### src/rtl/core/ahfs_pkg.sv
// ----------------------------------------------------------------------------
// ahfs_pkg
// Types, constants and operation codes of the auto-hide fade/slide engine.
// ----------------------------------------------------------------------------
package ahfs_pkg;

   // Fixed-point and field widths
   localparam int FRAC_BITS  = 8;
   localparam int NOW_W      = 20;
   localparam int VEL_W      = 24;
   localparam int DT_W       = 17;
   localparam int MUL_A_W    = 28;
   localparam int PROD_W     = 45;
   localparam int QUO_W      = 26;
   localparam int REM_W      = 20;
   localparam int DIV_CNT_W  = 2;

   // Division by one million: drop six bits, then divide by 15625 through
   // a reciprocal estimate, a back-multiply and a small correction
   localparam logic [DIV_CNT_W-1:0] DIV_PH_EST = 2'd0;
   localparam logic [DIV_CNT_W-1:0] DIV_PH_REM = 2'd1;
   localparam logic [DIV_CNT_W-1:0] DIV_PH_FIX = 2'd2;
   localparam logic [25:0]          RECIP_M    = 26'd35184372;
   localparam logic [13:0]          DIV_ODD    = 14'd15625;

   localparam logic [19:0]      DT_CAP_US    = 20'd100000;
   localparam logic [DT_W-1:0]  DT_SUB_US    = 17'd50000;
   localparam logic [9:0]       MS_TO_US     = 10'd1000;
   localparam logic [VEL_W-1:0] VEL_MAX      = 24'hFFFFFF;
   localparam logic [NOW_W-1:0] HALF_FX      = 20'd128;
   localparam logic [VEL_W-1:0] ONE_FX       = 24'd256;
   localparam logic [MUL_A_W-1:0] POS_MIN_FX   = 28'd12800;
   localparam logic [MUL_A_W-1:0] ALPHA_MIN_FX = 28'd2560;
   localparam logic [7:0]       ALPHA_FULL   = 8'd255;

   // Register indexes
   localparam logic [2:0] REG_HIDE_DELAY  = 3'd0;
   localparam logic [2:0] REG_MOVE_THR    = 3'd1;
   localparam logic [2:0] REG_HIDDEN_POS  = 3'd2;
   localparam logic [2:0] REG_POS_ACCEL   = 3'd3;
   localparam logic [2:0] REG_POS_SPEED   = 3'd4;
   localparam logic [2:0] REG_ALPHA_ACCEL = 3'd5;
   localparam logic [2:0] REG_ALPHA_SPEED = 3'd6;

   // Datapath operations
   localparam logic [3:0] OP_NONE     = 4'd0;
   localparam logic [3:0] OP_LOAD     = 4'd1;
   localparam logic [3:0] OP_UPDATE   = 4'd2;
   localparam logic [3:0] OP_DT       = 4'd3;
   localparam logic [3:0] OP_EVAL     = 4'd4;
   localparam logic [3:0] OP_MUL_ACC  = 4'd5;
   localparam logic [3:0] OP_MUL_VEL  = 4'd6;
   localparam logic [3:0] OP_MUL_DIFF = 4'd7;
   localparam logic [3:0] OP_MUL_MAG  = 4'd8;
   localparam logic [3:0] OP_DIV_STEP = 4'd9;
   localparam logic [3:0] OP_VEL_ADD  = 4'd10;
   localparam logic [3:0] OP_APPLY    = 4'd11;
   localparam logic [3:0] OP_FINISH   = 4'd12;

   // Channels
   localparam logic CH_POS   = 1'b0;
   localparam logic CH_ALPHA = 1'b1;

   typedef struct packed {
      logic signed [15:0] pointer_x;
      logic signed [15:0] pointer_y;
      logic               on_region;
      logic [19:0]        elapsed_us;
   } req_data_type;

   typedef struct packed {
      logic [11:0] position;
      logic [7:0]  alpha;
      logic        position_moved;
      logic        alpha_moved;
      logic        is_hidden;
      logic        settled;
   } rsp_data_type;

   typedef struct packed {
      logic [15:0] idle_limit_ms;
      logic [7:0]  move_threshold;
      logic [11:0] hidden_position;
      logic [15:0] pos_accel_out;
      logic [15:0] pos_speed_in;
      logic [15:0] alpha_accel_out;
      logic [15:0] alpha_speed_in;
   } cfg_type;

   localparam cfg_type CFG_RESET = '{
      idle_limit_ms:   16'd5000,
      move_threshold:  8'd2,
      hidden_position: 12'd1080,
      pos_accel_out:   16'd0,
      pos_speed_in:    16'd0,
      alpha_accel_out: 16'd32,
      alpha_speed_in:  16'd4096
   };

   typedef struct packed {
      logic [3:0] op;
      logic       ch;
   } cmd_type;

   typedef struct packed {
      logic active;
      logic accel_br;
      logic div_last;
      logic out_free;
   } sts_type;

endpackage

### src/rtl/core/ahfs_csr.sv
// ----------------------------------------------------------------------------
// ahfs_csr
// Configuration register file behind the APB-style port.
// ----------------------------------------------------------------------------
module ahfs_csr import ahfs_pkg::*; (
   input  logic        clock,
   input  logic        reset,
   input  logic        csr_psel,
   input  logic        csr_penable,
   input  logic        csr_pwrite,
   input  logic [4:0]  csr_paddr,
   input  logic [31:0] csr_pwdata,
   output logic [31:0] csr_prdata,
   output logic        csr_pready,
   output cfg_type     cfg
);

   cfg_type    cfg_ff;
   cfg_type    cfg_in;
   logic [2:0] idx;
   logic       wr_en;

   assign idx        = csr_paddr[4:2];
   assign wr_en      = csr_psel && csr_penable && csr_pwrite;
   assign csr_pready = 1'b1;
   assign cfg        = cfg_ff;

   // Decode the write transfer
   always_comb begin
      cfg_in = cfg_ff;
      if (wr_en) begin
         case (idx)
            REG_HIDE_DELAY:  cfg_in.idle_limit_ms   = csr_pwdata[15:0];
            REG_MOVE_THR:    cfg_in.move_threshold  = csr_pwdata[7:0];
            REG_HIDDEN_POS:  cfg_in.hidden_position = csr_pwdata[11:0];
            REG_POS_ACCEL:   cfg_in.pos_accel_out   = csr_pwdata[15:0];
            REG_POS_SPEED:   cfg_in.pos_speed_in    = csr_pwdata[15:0];
            REG_ALPHA_ACCEL: cfg_in.alpha_accel_out = csr_pwdata[15:0];
            REG_ALPHA_SPEED: cfg_in.alpha_speed_in  = csr_pwdata[15:0];
            default:         cfg_in = cfg_ff;
         endcase
      end
   end

   always_ff @(posedge clock) begin
      if (reset) begin
         cfg_ff <= CFG_RESET;
      end else begin
         cfg_ff <= cfg_in;
      end
   end

   // Read back
   always_comb begin
      case (idx)
         REG_HIDE_DELAY:  csr_prdata = {16'd0, cfg_ff.idle_limit_ms};
         REG_MOVE_THR:    csr_prdata = {24'd0, cfg_ff.move_threshold};
         REG_HIDDEN_POS:  csr_prdata = {20'd0, cfg_ff.hidden_position};
         REG_POS_ACCEL:   csr_prdata = {16'd0, cfg_ff.pos_accel_out};
         REG_POS_SPEED:   csr_prdata = {16'd0, cfg_ff.pos_speed_in};
         REG_ALPHA_ACCEL: csr_prdata = {16'd0, cfg_ff.alpha_accel_out};
         REG_ALPHA_SPEED: csr_prdata = {16'd0, cfg_ff.alpha_speed_in};
         default:         csr_prdata = 32'd0;
      endcase
   end

endmodule

### src/rtl/core/ahfs_ctrl.sv
// ----------------------------------------------------------------------------
// ahfs_ctrl
// Sequencer: walks one tick through update, time step and both channels.
// ----------------------------------------------------------------------------
module ahfs_ctrl import ahfs_pkg::*; (
   input  logic    clock,
   input  logic    reset,
   input  logic    req_valid,
   output logic    req_ready,
   input  sts_type sts,
   output cmd_type cmd
);

   localparam logic [3:0] S_IDLE     = 4'd0;
   localparam logic [3:0] S_UPD      = 4'd1;
   localparam logic [3:0] S_DT       = 4'd2;
   localparam logic [3:0] S_EVAL     = 4'd3;
   localparam logic [3:0] S_MUL_ACC  = 4'd4;
   localparam logic [3:0] S_DIV_A    = 4'd5;
   localparam logic [3:0] S_VADD     = 4'd6;
   localparam logic [3:0] S_MUL_VEL  = 4'd7;
   localparam logic [3:0] S_MUL_DIFF = 4'd8;
   localparam logic [3:0] S_MUL_MAG  = 4'd9;
   localparam logic [3:0] S_DIV_B    = 4'd10;
   localparam logic [3:0] S_APPLY    = 4'd11;
   localparam logic [3:0] S_FIN      = 4'd12;

   logic [3:0] state_ff, state_in;
   logic       ch_ff, ch_in;
   logic [3:0] op;
   logic [3:0] after_chan;
   logic       ch_after;

   assign req_ready = (state_ff == S_IDLE);
   assign cmd.op    = op;
   assign cmd.ch    = ch_ff;

   // Move on to alpha after position, else finish
   assign after_chan = (ch_ff == CH_POS) ? S_EVAL : S_FIN;
   assign ch_after   = (ch_ff == CH_POS) ? CH_ALPHA : ch_ff;

   always_comb begin
      state_in = state_ff;
      ch_in    = ch_ff;
      op       = OP_NONE;
      case (state_ff)
         S_IDLE: begin
            if (req_valid) begin
               op       = OP_LOAD;
               state_in = S_UPD;
            end
         end
         S_UPD: begin
            op       = OP_UPDATE;
            state_in = S_DT;
         end
         S_DT: begin
            op       = OP_DT;
            ch_in    = CH_POS;
            state_in = S_EVAL;
         end
         S_EVAL: begin
            op = OP_EVAL;
            if (!sts.active) begin
               state_in = after_chan;
               ch_in    = ch_after;
            end else if (sts.accel_br) begin
               state_in = S_MUL_ACC;
            end else begin
               state_in = S_MUL_DIFF;
            end
         end
         S_MUL_ACC: begin
            op       = OP_MUL_ACC;
            state_in = S_DIV_A;
         end
         S_DIV_A: begin
            op = OP_DIV_STEP;
            if (sts.div_last) state_in = S_VADD;
         end
         S_VADD: begin
            op       = OP_VEL_ADD;
            state_in = S_MUL_VEL;
         end
         S_MUL_VEL: begin
            op       = OP_MUL_VEL;
            state_in = S_DIV_B;
         end
         S_MUL_DIFF: begin
            op       = OP_MUL_DIFF;
            state_in = S_MUL_MAG;
         end
         S_MUL_MAG: begin
            op       = OP_MUL_MAG;
            state_in = S_DIV_B;
         end
         S_DIV_B: begin
            op = OP_DIV_STEP;
            if (sts.div_last) state_in = S_APPLY;
         end
         S_APPLY: begin
            op       = OP_APPLY;
            state_in = after_chan;
            ch_in    = ch_after;
         end
         S_FIN: begin
            if (sts.out_free) begin
               op       = OP_FINISH;
               state_in = S_IDLE;
            end
         end
         default: begin
            state_in = S_IDLE;
         end
      endcase
   end

   always_ff @(posedge clock) begin
      if (reset) begin
         state_ff <= S_IDLE;
         ch_ff    <= CH_POS;
      end else begin
         state_ff <= state_in;
         ch_ff    <= ch_in;
      end
   end

endmodule

### src/rtl/core/ahfs_dp.sv
// ----------------------------------------------------------------------------
// ahfs_dp
// Datapath: tick state, shared multiplier, reciprocal divider by one million,
// channel stepping and the result register.
// ----------------------------------------------------------------------------
module ahfs_dp import ahfs_pkg::*; (
   input  logic         clock,
   input  logic         reset,
   input  cmd_type      cmd,
   input  req_data_type req_data,
   input  cfg_type      cfg,
   input  logic         rsp_ready,
   output sts_type      sts,
   output logic         rsp_valid,
   output rsp_data_type rsp_data
);

   req_data_type         in_ff, in_in;
   logic [15:0]          prev_x_ff, prev_x_in, prev_y_ff, prev_y_in;
   logic [31:0]          idle_ff, idle_in;
   logic                 hidden_ff, hidden_in;
   logic [NOW_W-1:0]     pos_now_ff, pos_now_in;
   logic [11:0]          pos_goal_ff, pos_goal_in;
   logic [VEL_W-1:0]     pos_vel_ff, pos_vel_in;
   logic [15:0]          alpha_now_ff, alpha_now_in;
   logic [7:0]           alpha_goal_ff, alpha_goal_in;
   logic [VEL_W-1:0]     alpha_vel_ff, alpha_vel_in;
   logic [DT_W-1:0]      dt_ff, dt_in;
   logic                 accel_br_ff, accel_br_in;
   logic                 pm_ff, pm_in, am_ff, am_in;
   logic [MUL_A_W-1:0]   mag_ff, mag_in;
   logic [PROD_W-1:0]    num_ff, num_in;
   logic [REM_W-1:0]     rem_ff, rem_in;
   logic [QUO_W-1:0]     dq_ff, dq_in;
   logic [DIV_CNT_W-1:0] cnt_ff, cnt_in;
   logic                 rsp_valid_ff, rsp_valid_in;
   rsp_data_type         rsp_ff, rsp_in;

   // Channel view
   logic [NOW_W-1:0]   cur_now, cur_goal, diff_up, diff_dn, abs_diff, room;
   logic [VEL_W-1:0]   cur_vel;
   logic [15:0]        cur_accel, cur_speed;
   logic [MUL_A_W-1:0] cur_min;
   logic               goal_gt, goal_lt, active, accel_br, dir_up, over;
   logic [NOW_W-1:0]   now_step, now_new;
   logic [QUO_W-1:0]   vsum;
   logic [VEL_W-1:0]   vel_new;

   // Multiplier and divider
   logic [MUL_A_W-1:0] mul_a, mag_raw;
   logic [DT_W-1:0]    mul_b;
   logic [PROD_W-1:0]  product;
   logic [26:0]        div_hi;
   logic [52:0]        est_prod;
   logic [39:0]        back_prod;
   logic [39:0]        resid;
   logic [1:0]         fix;

   // Tick update
   logic [16:0] dx, dy, adx, ady;
   logic        moving;
   logic [32:0] idle_sum;
   logic [31:0] idle_sat;
   logic [25:0] hide_lim;
   logic        rest_pos, rest_alpha;

   function automatic logic at_rest(input logic [NOW_W-1:0] now,
                                    input logic [NOW_W-1:0] goal,
                                    input logic [VEL_W-1:0] vel);
      logic [NOW_W-1:0] d;
      d = (goal > now) ? (goal - now) : (now - goal);
      return (d < HALF_FX) && (vel < ONE_FX);
   endfunction

   // Select the channel being stepped
   assign cur_now   = (cmd.ch == CH_ALPHA) ? {4'd0, alpha_now_ff} : pos_now_ff;
   assign cur_goal  = (cmd.ch == CH_ALPHA) ? {4'd0, alpha_goal_ff, 8'd0}
                                           : {pos_goal_ff, 8'd0};
   assign cur_vel   = (cmd.ch == CH_ALPHA) ? alpha_vel_ff : pos_vel_ff;
   assign cur_accel = (cmd.ch == CH_ALPHA) ? cfg.alpha_accel_out : cfg.pos_accel_out;
   assign cur_speed = (cmd.ch == CH_ALPHA) ? cfg.alpha_speed_in : cfg.pos_speed_in;
   assign cur_min   = (cmd.ch == CH_ALPHA) ? ALPHA_MIN_FX : POS_MIN_FX;

   assign goal_gt  = cur_goal > cur_now;
   assign goal_lt  = cur_goal < cur_now;
   assign diff_up  = cur_goal - cur_now;
   assign diff_dn  = cur_now - cur_goal;
   assign abs_diff = goal_gt ? diff_up : diff_dn;
   assign active   = (abs_diff > HALF_FX) || (cur_vel > ONE_FX);
   // Position accelerates upward, alpha accelerates downward
   assign accel_br = (cmd.ch == CH_ALPHA) ? goal_lt : goal_gt;
   assign dir_up   = (cmd.ch == CH_ALPHA) ? !accel_br_ff : accel_br_ff;

   // Step toward the goal, stop at it
   assign room     = dir_up ? diff_up : diff_dn;
   assign over     = dq_ff > {6'd0, room};
   assign now_step = dir_up ? (cur_now + dq_ff[NOW_W-1:0]) : (cur_now - dq_ff[NOW_W-1:0]);
   assign now_new  = over ? cur_goal : now_step;

   // Saturating velocity add
   assign vsum    = {2'd0, cur_vel} + dq_ff;
   assign vel_new = (vsum > {2'd0, VEL_MAX}) ? VEL_MAX : vsum[VEL_W-1:0];

   // Shared multiplier operands
   always_comb begin
      case (cmd.op)
         OP_MUL_ACC: begin
            mul_a = {4'd0, cur_accel, 8'd0};
            mul_b = dt_ff;
         end
         OP_MUL_VEL: begin
            mul_a = {4'd0, cur_vel};
            mul_b = dt_ff;
         end
         OP_MUL_DIFF: begin
            mul_a = {8'd0, (cmd.ch == CH_ALPHA) ? diff_up : diff_dn};
            mul_b = {1'b0, cur_speed};
         end
         default: begin
            mul_a = mag_ff;
            mul_b = dt_ff;
         end
      endcase
   end

   assign product = PROD_W'(mul_a) * PROD_W'(mul_b);
   assign mag_raw = product[MUL_A_W+FRAC_BITS-1:FRAC_BITS];

   // Divide by one million: estimate from the top bits, then correct
   assign div_hi    = num_ff[PROD_W-1:PROD_W-27];
   assign est_prod  = 53'(div_hi) * 53'(RECIP_M);
   assign back_prod = 40'(dq_ff) * 40'(DIV_ODD);
   assign resid     = {1'b0, num_ff[PROD_W-1:6]} - back_prod;
   assign fix       = (rem_ff >= {5'd0, DIV_ODD, 1'b0}) ? 2'd2 :
                      (rem_ff >= {6'd0, DIV_ODD})       ? 2'd1 : 2'd0;

   // Pointer movement and idle time
   assign dx       = {in_ff.pointer_x[15], in_ff.pointer_x} - {prev_x_ff[15], prev_x_ff};
   assign dy       = {in_ff.pointer_y[15], in_ff.pointer_y} - {prev_y_ff[15], prev_y_ff};
   assign adx      = dx[16] ? (~dx + 17'd1) : dx;
   assign ady      = dy[16] ? (~dy + 17'd1) : dy;
   assign moving   = (adx > {9'd0, cfg.move_threshold}) || (ady > {9'd0, cfg.move_threshold});
   assign idle_sum = {1'b0, idle_ff} + {13'd0, in_ff.elapsed_us};
   assign idle_sat = idle_sum[32] ? 32'hFFFFFFFF : idle_sum[31:0];
   assign hide_lim = 26'(cfg.idle_limit_ms) * 26'(MS_TO_US);

   assign rest_pos   = at_rest(pos_now_ff, {pos_goal_ff, 8'd0}, pos_vel_ff);
   assign rest_alpha = at_rest({4'd0, alpha_now_ff}, {4'd0, alpha_goal_ff, 8'd0},
                               alpha_vel_ff);

   assign sts.active   = active;
   assign sts.accel_br = accel_br;
   assign sts.div_last = (cnt_ff == DIV_PH_FIX);
   assign sts.out_free = !rsp_valid_ff || rsp_ready;

   assign rsp_valid = rsp_valid_ff;
   assign rsp_data  = rsp_ff;

   // Next-state decode per operation
   always_comb begin
      in_in         = in_ff;
      prev_x_in     = prev_x_ff;
      prev_y_in     = prev_y_ff;
      idle_in       = idle_ff;
      hidden_in     = hidden_ff;
      pos_now_in    = pos_now_ff;
      pos_goal_in   = pos_goal_ff;
      pos_vel_in    = pos_vel_ff;
      alpha_now_in  = alpha_now_ff;
      alpha_goal_in = alpha_goal_ff;
      alpha_vel_in  = alpha_vel_ff;
      dt_in         = dt_ff;
      accel_br_in   = accel_br_ff;
      pm_in         = pm_ff;
      am_in         = am_ff;
      mag_in        = mag_ff;
      num_in        = num_ff;
      rem_in        = rem_ff;
      dq_in         = dq_ff;
      cnt_in        = cnt_ff;
      rsp_valid_in  = rsp_valid_ff && !rsp_ready;
      rsp_in        = rsp_ff;
      case (cmd.op)
         OP_LOAD: begin
            in_in = req_data;
         end
         OP_UPDATE: begin
            idle_in = idle_sat;
            if (moving && in_ff.on_region) begin
               idle_in       = 32'd0;
               pos_goal_in   = 12'd0;
               alpha_goal_in = ALPHA_FULL;
               hidden_in     = 1'b0;
            end else if (!moving && !hidden_ff && (idle_sat > {6'd0, hide_lim})) begin
               pos_goal_in   = cfg.hidden_position;
               alpha_goal_in = 8'd0;
               hidden_in     = 1'b1;
               pos_vel_in    = '0;
               alpha_vel_in  = '0;
            end
            prev_x_in = in_ff.pointer_x;
            prev_y_in = in_ff.pointer_y;
         end
         OP_DT: begin
            if (rest_pos && rest_alpha) begin
               dt_in = '0;
            end else if (in_ff.elapsed_us > DT_CAP_US) begin
               dt_in = DT_SUB_US;
            end else begin
               dt_in = in_ff.elapsed_us[DT_W-1:0];
            end
         end
         OP_EVAL: begin
            accel_br_in = accel_br;
            if (cmd.ch == CH_ALPHA) begin
               am_in = active;
               if (!active) alpha_now_in = cur_goal[15:0];
            end else begin
               pm_in = active;
               if (!active) pos_now_in = cur_goal;
            end
         end
         OP_MUL_ACC, OP_MUL_VEL, OP_MUL_MAG: begin
            num_in = product;
            cnt_in = DIV_PH_EST;
         end
         OP_MUL_DIFF: begin
            mag_in = (mag_raw < cur_min) ? cur_min : mag_raw;
         end
         OP_DIV_STEP: begin
            case (cnt_ff)
               DIV_PH_EST: dq_in  = est_prod[52:27];
               DIV_PH_REM: rem_in = resid[REM_W-1:0];
               default:    dq_in  = dq_ff + {24'd0, fix};
            endcase
            cnt_in = cnt_ff + DIV_CNT_W'(1);
         end
         OP_VEL_ADD: begin
            if (cmd.ch == CH_ALPHA) alpha_vel_in = vel_new;
            else                    pos_vel_in   = vel_new;
         end
         OP_APPLY: begin
            if (cmd.ch == CH_ALPHA) begin
               alpha_now_in = now_new[15:0];
               if (over && accel_br_ff) alpha_vel_in = '0;
            end else begin
               pos_now_in = now_new;
               if (over && accel_br_ff) pos_vel_in = '0;
            end
         end
         OP_FINISH: begin
            rsp_valid_in          = 1'b1;
            rsp_in.position       = pos_now_ff[NOW_W-1:FRAC_BITS];
            rsp_in.alpha          = alpha_now_ff[15:FRAC_BITS];
            rsp_in.position_moved = pm_ff;
            rsp_in.alpha_moved    = am_ff;
            rsp_in.is_hidden      = hidden_ff;
            rsp_in.settled        = rest_pos && rest_alpha;
         end
         default: begin
            in_in = in_ff;
         end
      endcase
   end

   // Architectural state and handshake
   always_ff @(posedge clock) begin
      if (reset) begin
         prev_x_ff     <= '0;
         prev_y_ff     <= '0;
         idle_ff       <= '0;
         hidden_ff     <= 1'b0;
         pos_now_ff    <= '0;
         pos_goal_ff   <= '0;
         pos_vel_ff    <= '0;
         alpha_now_ff  <= {ALPHA_FULL, 8'd0};
         alpha_goal_ff <= ALPHA_FULL;
         alpha_vel_ff  <= '0;
         cnt_ff        <= '0;
         rsp_valid_ff  <= 1'b0;
      end else begin
         prev_x_ff     <= prev_x_in;
         prev_y_ff     <= prev_y_in;
         idle_ff       <= idle_in;
         hidden_ff     <= hidden_in;
         pos_now_ff    <= pos_now_in;
         pos_goal_ff   <= pos_goal_in;
         pos_vel_ff    <= pos_vel_in;
         alpha_now_ff  <= alpha_now_in;
         alpha_goal_ff <= alpha_goal_in;
         alpha_vel_ff  <= alpha_vel_in;
         cnt_ff        <= cnt_in;
         rsp_valid_ff  <= rsp_valid_in;
      end
   end

   // Working payload, no reset
   always_ff @(posedge clock) begin
      in_ff       <= in_in;
      dt_ff       <= dt_in;
      accel_br_ff <= accel_br_in;
      pm_ff       <= pm_in;
      am_ff       <= am_in;
      mag_ff      <= mag_in;
      num_ff      <= num_in;
      rem_ff      <= rem_in;
      dq_ff       <= dq_in;
      rsp_ff      <= rsp_in;
   end

endmodule

### src/rtl/core/auto_hide_fade_slide_engine.sv
// ----------------------------------------------------------------------------
// auto_hide_fade_slide_engine
// Auto-hide overlay engine: pointer activity shows, idle time hides, and the
// position and alpha channels slide and fade toward their targets.
//
//   channel   direction  handshake                transfer
//   req_      in         req_valid / req_ready    one tick item
//   rsp_      out        rsp_valid / rsp_ready    one result item
//   csr_      in/out     psel/penable/pready      one register access
//
// One tick at a time. The result register loads once both channels are stepped:
// a channel at rest is only evaluated, an accelerating channel costs two
// multiply passes, an approaching one a gain multiply and one pass, each pass
// followed by a reciprocal division by one million in estimate, remainder and
// correction steps. A new tick is taken only back in idle; req_ready rises
// again while a result waits. Reset is synchronous; a stalled rsp_ready
// holds the next tick in its finishing state.
// ----------------------------------------------------------------------------
module auto_hide_fade_slide_engine import ahfs_pkg::*; (
   input  logic         clock,
   input  logic         reset,
   input  logic         req_valid,
   output logic         req_ready,
   input  req_data_type req_data,
   output logic         rsp_valid,
   input  logic         rsp_ready,
   output rsp_data_type rsp_data,
   input  logic         csr_psel,
   input  logic         csr_penable,
   input  logic         csr_pwrite,
   input  logic [4:0]   csr_paddr,
   input  logic [31:0]  csr_pwdata,
   output logic [31:0]  csr_prdata,
   output logic         csr_pready
);

   cfg_type cfg;
   cmd_type cmd;
   sts_type sts;

   ahfs_csr u_csr (
      .clock       (clock),
      .reset       (reset),
      .csr_psel    (csr_psel),
      .csr_penable (csr_penable),
      .csr_pwrite  (csr_pwrite),
      .csr_paddr   (csr_paddr),
      .csr_pwdata  (csr_pwdata),
      .csr_prdata  (csr_prdata),
      .csr_pready  (csr_pready),
      .cfg         (cfg)
   );

   ahfs_ctrl u_ctrl (
      .clock     (clock),
      .reset     (reset),
      .req_valid (req_valid),
      .req_ready (req_ready),
      .sts       (sts),
      .cmd       (cmd)
   );

   ahfs_dp u_dp (
      .clock     (clock),
      .reset     (reset),
      .cmd       (cmd),
      .req_data  (req_data),
      .cfg       (cfg),
      .rsp_ready (rsp_ready),
      .sts       (sts),
      .rsp_valid (rsp_valid),
      .rsp_data  (rsp_data)
   );

endmodule

### config.mk
export PLATFORM = sky130hd
export DESIGN_NAME = auto_hide_fade_slide_engine
export DESIGN_NICKNAME = d
export VERILOG_FILES = /design/src/rtl/core/ahfs_pkg.sv /design/src/rtl/core/ahfs_csr.sv /design/src/rtl/core/ahfs_ctrl.sv /design/src/rtl/core/ahfs_dp.sv /design/src/rtl/core/auto_hide_fade_slide_engine.sv
export SDC_FILE = /design/constraint.sdc
export NUM_CORES = 2
export LEC_CHECK = 0
export ABC_AREA = 1
export BUFFER_PORTS_ARGS = -buffer_cell sky130_fd_sc_hd__buf_2
export CORE_ASPECT_RATIO = 2
export CORE_MARGIN = 5
export CORE_UTILIZATION = 33
export DETAILED_ROUTE_END_ITERATION = 6
export SETUP_SLACK_MARGIN = 0.1
export SLEW_MARGIN = 30
export SYNTH_ARGS = -nofsm -noshare
export SYNTH_HDL_FRONTEND = slang
export SYNTH_SLANG_ARGS = --single-unit
### constraint.sdc
create_clock -name clock -period 23.8 [get_ports clock]
set_input_delay 3.57 -clock clock [delete_from_list [all_inputs] [get_ports clock]]
set_output_delay 3.57 -clock clock [all_outputs]
set_load 0.05 [all_outputs]
==> results.sh <==
export IMPL_skew_ps=52.8
export IMPL_yosysSeqAreaShare=0.175
export IMPL_place_congestion=0.993
export IMPL_grt_ovfl_total=0
export IMPL_synth_edf_count=210
export IMPL_fin_crit_sh=0.502
export IMPL_wire_per_inst_um=20.4
export IMPL_tightestPinTransition_ps=1040
export IMPL_first_iter_violations=3216
export IMPL_fin_crit_ps=11940
export IMPL_crit_path_end_kind="flip-flop"
export IMPL_cpPeakStageDelay_ps=610
export IMPL_grtUsageTotal=0.217
export IMPL_cp_required_ps=24210
export IMPL_setup_viol=0
export IMPL_numCtsBuffers=46
export IMPL_timing_slew_headroom=0.305
export IMPL_final_antenna_net_count=0
export IMPL_cts_tree="done"
export IMPL_crit_buf_inv=6
export IMPL_antenna_found_initial=5
export IMPL_holdCritStartpoint="u_dp.prev_x_ff[13]$_SDFFE_PP0P_"
export IMPL_hpwl_um=193000
export IMPL_ys_ff_latch=480
export IMPL_wirelength_um=234000
export IMPL_grt_pass1_vias=61211
export IMPL_initial_core_util=0.331
export IMPL_reg2reg_from="u_ctrl.ch_ff$_SDFFE_PP0P_"
export IMPL_clockBufferDepth=3
export IMPL_die_h_um=646
export IMPL_finalMaxSlewViolations=0
export IMPL_top_usage_layer="met2"
export IMPL_regToRegEndpoint="u_dp.mag_ff[12]$_DFFE_PN_"
export IMPL_grtUsageMet3=0.0207
export IMPL_min_path_cells=2
export IMPL_crit_slowest_cell="a21oi_1"
export IMPL_boundaryPins=156
export IMPL_worstHoldPathType="reg2reg"
export IMPL_drt_first_pass_iters=5
export IMPL_outcome="finished clean"
export IMPL_rsz0062_at_grt="no"
export IMPL_clock_sinks=480
export IMPL_gr_usage_met1=0.195
export IMPL_core_area_sq_um=201000
export IMPL_cts_max_level=2
export IMPL_reg2reg_slack_ps=11860
export IMPL_die_w_um=328
export IMPL_cp_top_family="adder cells"
export IMPL_worst_setup_path_type="reg2reg"
export IMPL_post_cts_repair_setup_buffers=0
export IMPL_yosys_most_used_dff="dfxtp_1"
export IMPL_path_depth=38
export IMPL_path_clk_slew_ps=70
export IMPL_synthCells=8701
export IMPL_dieArea_sq_um=212000
export IMPL_cpMostUsedCell="nand2_1"
export IMPL_area_growth_pct=7.99
export IMPL_use_met2=0.425
export IMPL_hold_buffers=0
export IMPL_critical_path_arrival_ps=12350
export IMPL_yosysWarnings=0
export IMPL_rows=233
export IMPL_fin_setup_tns_ps=0
export IMPL_worstSetupStartpoint="u_ctrl.ch_ff$_SDFFE_PP0P_"
export IMPL_drcViolationCount=0
export IMPL_drive_above_1_share=0.0451
export IMPL_ff2ff_path_depth=38
export IMPL_start_kind="flip-flop"
export IMPL_holdPathEnd="u_dp.prev_x_ff[13]$_SDFFE_PP0P_"
export IMPL_ctsRootBufferMaster="clkbuf_16"
export IMPL_vias_per_cell=5.05
export IMPL_synth_distinct_cells=67
export IMPL_crit_fanout=45
export IMPL_max_freq_mhz=83.7
export IMPL_vias=57922
export IMPL_grt_pass1_wl_um=354000
export IMPL_syn_area_sq_um=66700
export IMPL_grt_max_degree=131
export IMPL_clock_latency_ps=670
export IMPL_ctsResizeCount=0
export IMPL_synthArstFlopShare=0
export IMPL_maxCapViolations=0
export IMPL_final_hold_viol_count=0
export IMPL_portBuffers=120
export IMPL_nets=10356
export IMPL_fillers=21314
export IMPL_avgSynthCellArea_sq_um=7.67
[stage by stage]
stage / cells / instance area, sq um / setup WS, ps / util / hold slack, ps
2_1_floorplan: 8716 / 66800 / 13760 / - / 400
3_3_place_gp: 11384 / 70400 / 11570 / 0.349 / 433
3_5_place_dp: 11385 / 70400 / 11960 / 0.350 / 406
4_1_cts: 11471 / 72000 / 11920 / 0.357 / 455
5_1_grt: 11474 / 72100 / 11230 / 0.358 / 459
6_report: 11474 / 72100 / 11860 / 0.358 / 461
[area by class of cell]
type	count	area, sq um	share of cell area
antenna	1	2.50	0.0000347
sequential	480	11700	0.163
timing repair buffer	200	1240	0.0173
clock inverter	28	312	0.00432
multi-input combinational	6112	47000	0.652
inverter	1893	7120	0.0989
clock buffer	58	1290	0.0179
tap	2702	3380	0.0469
[layer usage]
metal / wire length, um / vias up
li1: - / 27266
met1: 72800 / 28030
met2: 126000 / 1767
met3: 8680 / 859
met4: 26100 / 0
met5: 0 / -
[worst min-delay path: stages, from the launching register on]
cell and delay, ps:
dfxtp_1 300, inv_1 60, a21oi_1 60
[sequential cells by signal (all words and copies together) (netlist names), 24 cells and up]
register and flops:
u_dp.num_ff 39, u_dp.idle_ff 32, u_dp.rsp_data 24, u_dp.dq_ff 26, u_csr.cfg 100, u_dp.mag_ff 28
u_dp.alpha_vel_ff 24, u_dp.pos_vel_ff 24, u_dp.in_ff 53
[worst max-delay path by stage]
stage / slack, ps / to
finish: 11860 / u_dp.mag_ff[12]$_DFFE_PN_
global route: 11230 / u_dp.mag_ff[12]$_DFFE_PN_
CTS: 11920 / u_dp.mag_ff[12]$_DFFE_PN_
detailed placement: 11960 / u_dp.mag_ff[13]$_DFFE_PN_
global placement: 11570 / u_dp.mag_ff[12]$_DFFE_PN_
floorplan: 13760 / u_dp.mag_ff[11]$_DFFE_PN_
[synth_stat cells (5+ instances only)]
| cell type | count | area, sq um |
|---|---|---|
| a211oi_1 | 6 | 45.0 |
| a21boi_0 | 16 | 120 |
| a21o_1 | 27 | 203 |
| a21oi_1 | 487 | 2440 |
| a221oi_1 | 26 | 228 |
| a22oi_1 | 14 | 105 |
| a31oi_1 | 41 | 257 |
| buf_1 | 11 | 41.3 |
| buf_2 | 35 | 175 |
| buf_4 | 21 | 158 |
| buf_6 | 12 | 135 |
| clkbuf_1 | 152 | 571 |
| clkinv_1 | 19 | 71.3 |
| dfxtp_1 | 270 | 5410 |
| edfxtp_1 | 210 | 6310 |
| fa_1 | 789 | 15800 |
| ha_1 | 737 | 9220 |
| inv_1 | 1855 | 6960 |
| inv_2 | 15 | 56.3 |
| nand2_1 | 1710 | 6420 |
| nand2_2 | 8 | 50.1 |
| nand2_4 | 6 | 67.6 |
| nand3_1 | 254 | 1270 |
| nand3b_1 | 13 | 97.6 |
| nand4_1 | 97 | 607 |
| nor2_1 | 802 | 3010 |
| nor2_2 | 8 | 50.1 |
| nor3_1 | 77 | 385 |
| nor3b_1 | 5 | 37.5 |
| nor4_1 | 34 | 213 |
| o2111ai_1 | 10 | 87.6 |
| o211ai_1 | 60 | 450 |
| o21a_1 | 13 | 97.6 |
| o21ai_0 | 441 | 2210 |
| o21ai_1 | 38 | 190 |
| o21ai_2 | 6 | 52.6 |
| o21bai_1 | 24 | 180 |
| o221ai_1 | 5 | 43.8 |
| o22ai_1 | 19 | 119 |
| o31ai_1 | 10 | 75.1 |
| or2_2 | 27 | 169 |
| xnor2_1 | 58 | 508 |
| xor2_1 | 187 | 1640 |
[cell usage in the layout, fill, tap and decap left out, drive strengths merged, types with 3 or more instances in the layout]
master | netlist | routed
a211oi | 6 | 6
xnor2 | 58 | 58
a21oi | 491 | 491
o22ai | 19 | 19
conb | 2 | 17
nor3b | 5 | 5
nor4 | 34 | 34
clkinv | 21 | 35
a22oi | 14 | 14
a31oi | 41 | 41
o21bai | 24 | 24
nand4 | 99 | 99
nor3 | 77 | 77
and3 | 4 | 4
o21a | 13 | 13
o2111ai | 10 | 10
inv | 1872 | 1880
a21o | 27 | 27
xor2 | 187 | 187
dfxtp | 270 | 270
fa | 789 | 789
clkbuf | 152 | 58
a32oi | 3 | 3
a31o | 3 | 3
ha | 737 | 737
edfxtp | 210 | 210
o211ai | 60 | 60
a221oi | 26 | 26
nand2 | 1724 | 1724
nand3b | 13 | 13
nor2 | 813 | 813
o21ai | 487 | 487
bufinv | 0 | 5
and2 | 4 | 4
o221ai | 5 | 5
o31ai | 10 | 10
buf | 79 | 200
nand3 | 258 | 258
or2 | 29 | 29
a21boi | 16 | 16
[logic make-up (layout without fill, tap and decap cells)]
family / after synthesis / after routing / synth area share
other: 2 / 18 / 0.000113
flip-flops: 480 / 480 / 0.175
XOR/XNOR: 245 / 245 / 0.0322
buffers and inverters: 2124 / 2179 / 0.123
AND/OR/NAND/NOR: 3060 / 3060 / 0.188
AO/OA/AOI/OAI: 1264 / 1264 / 0.106
adder cells (fa/ha/maj): 1526 / 1526 / 0.375
Power is not shown: default switching activity piles up to over one toggle a cycle in this logic, so the estimate is an artifact.
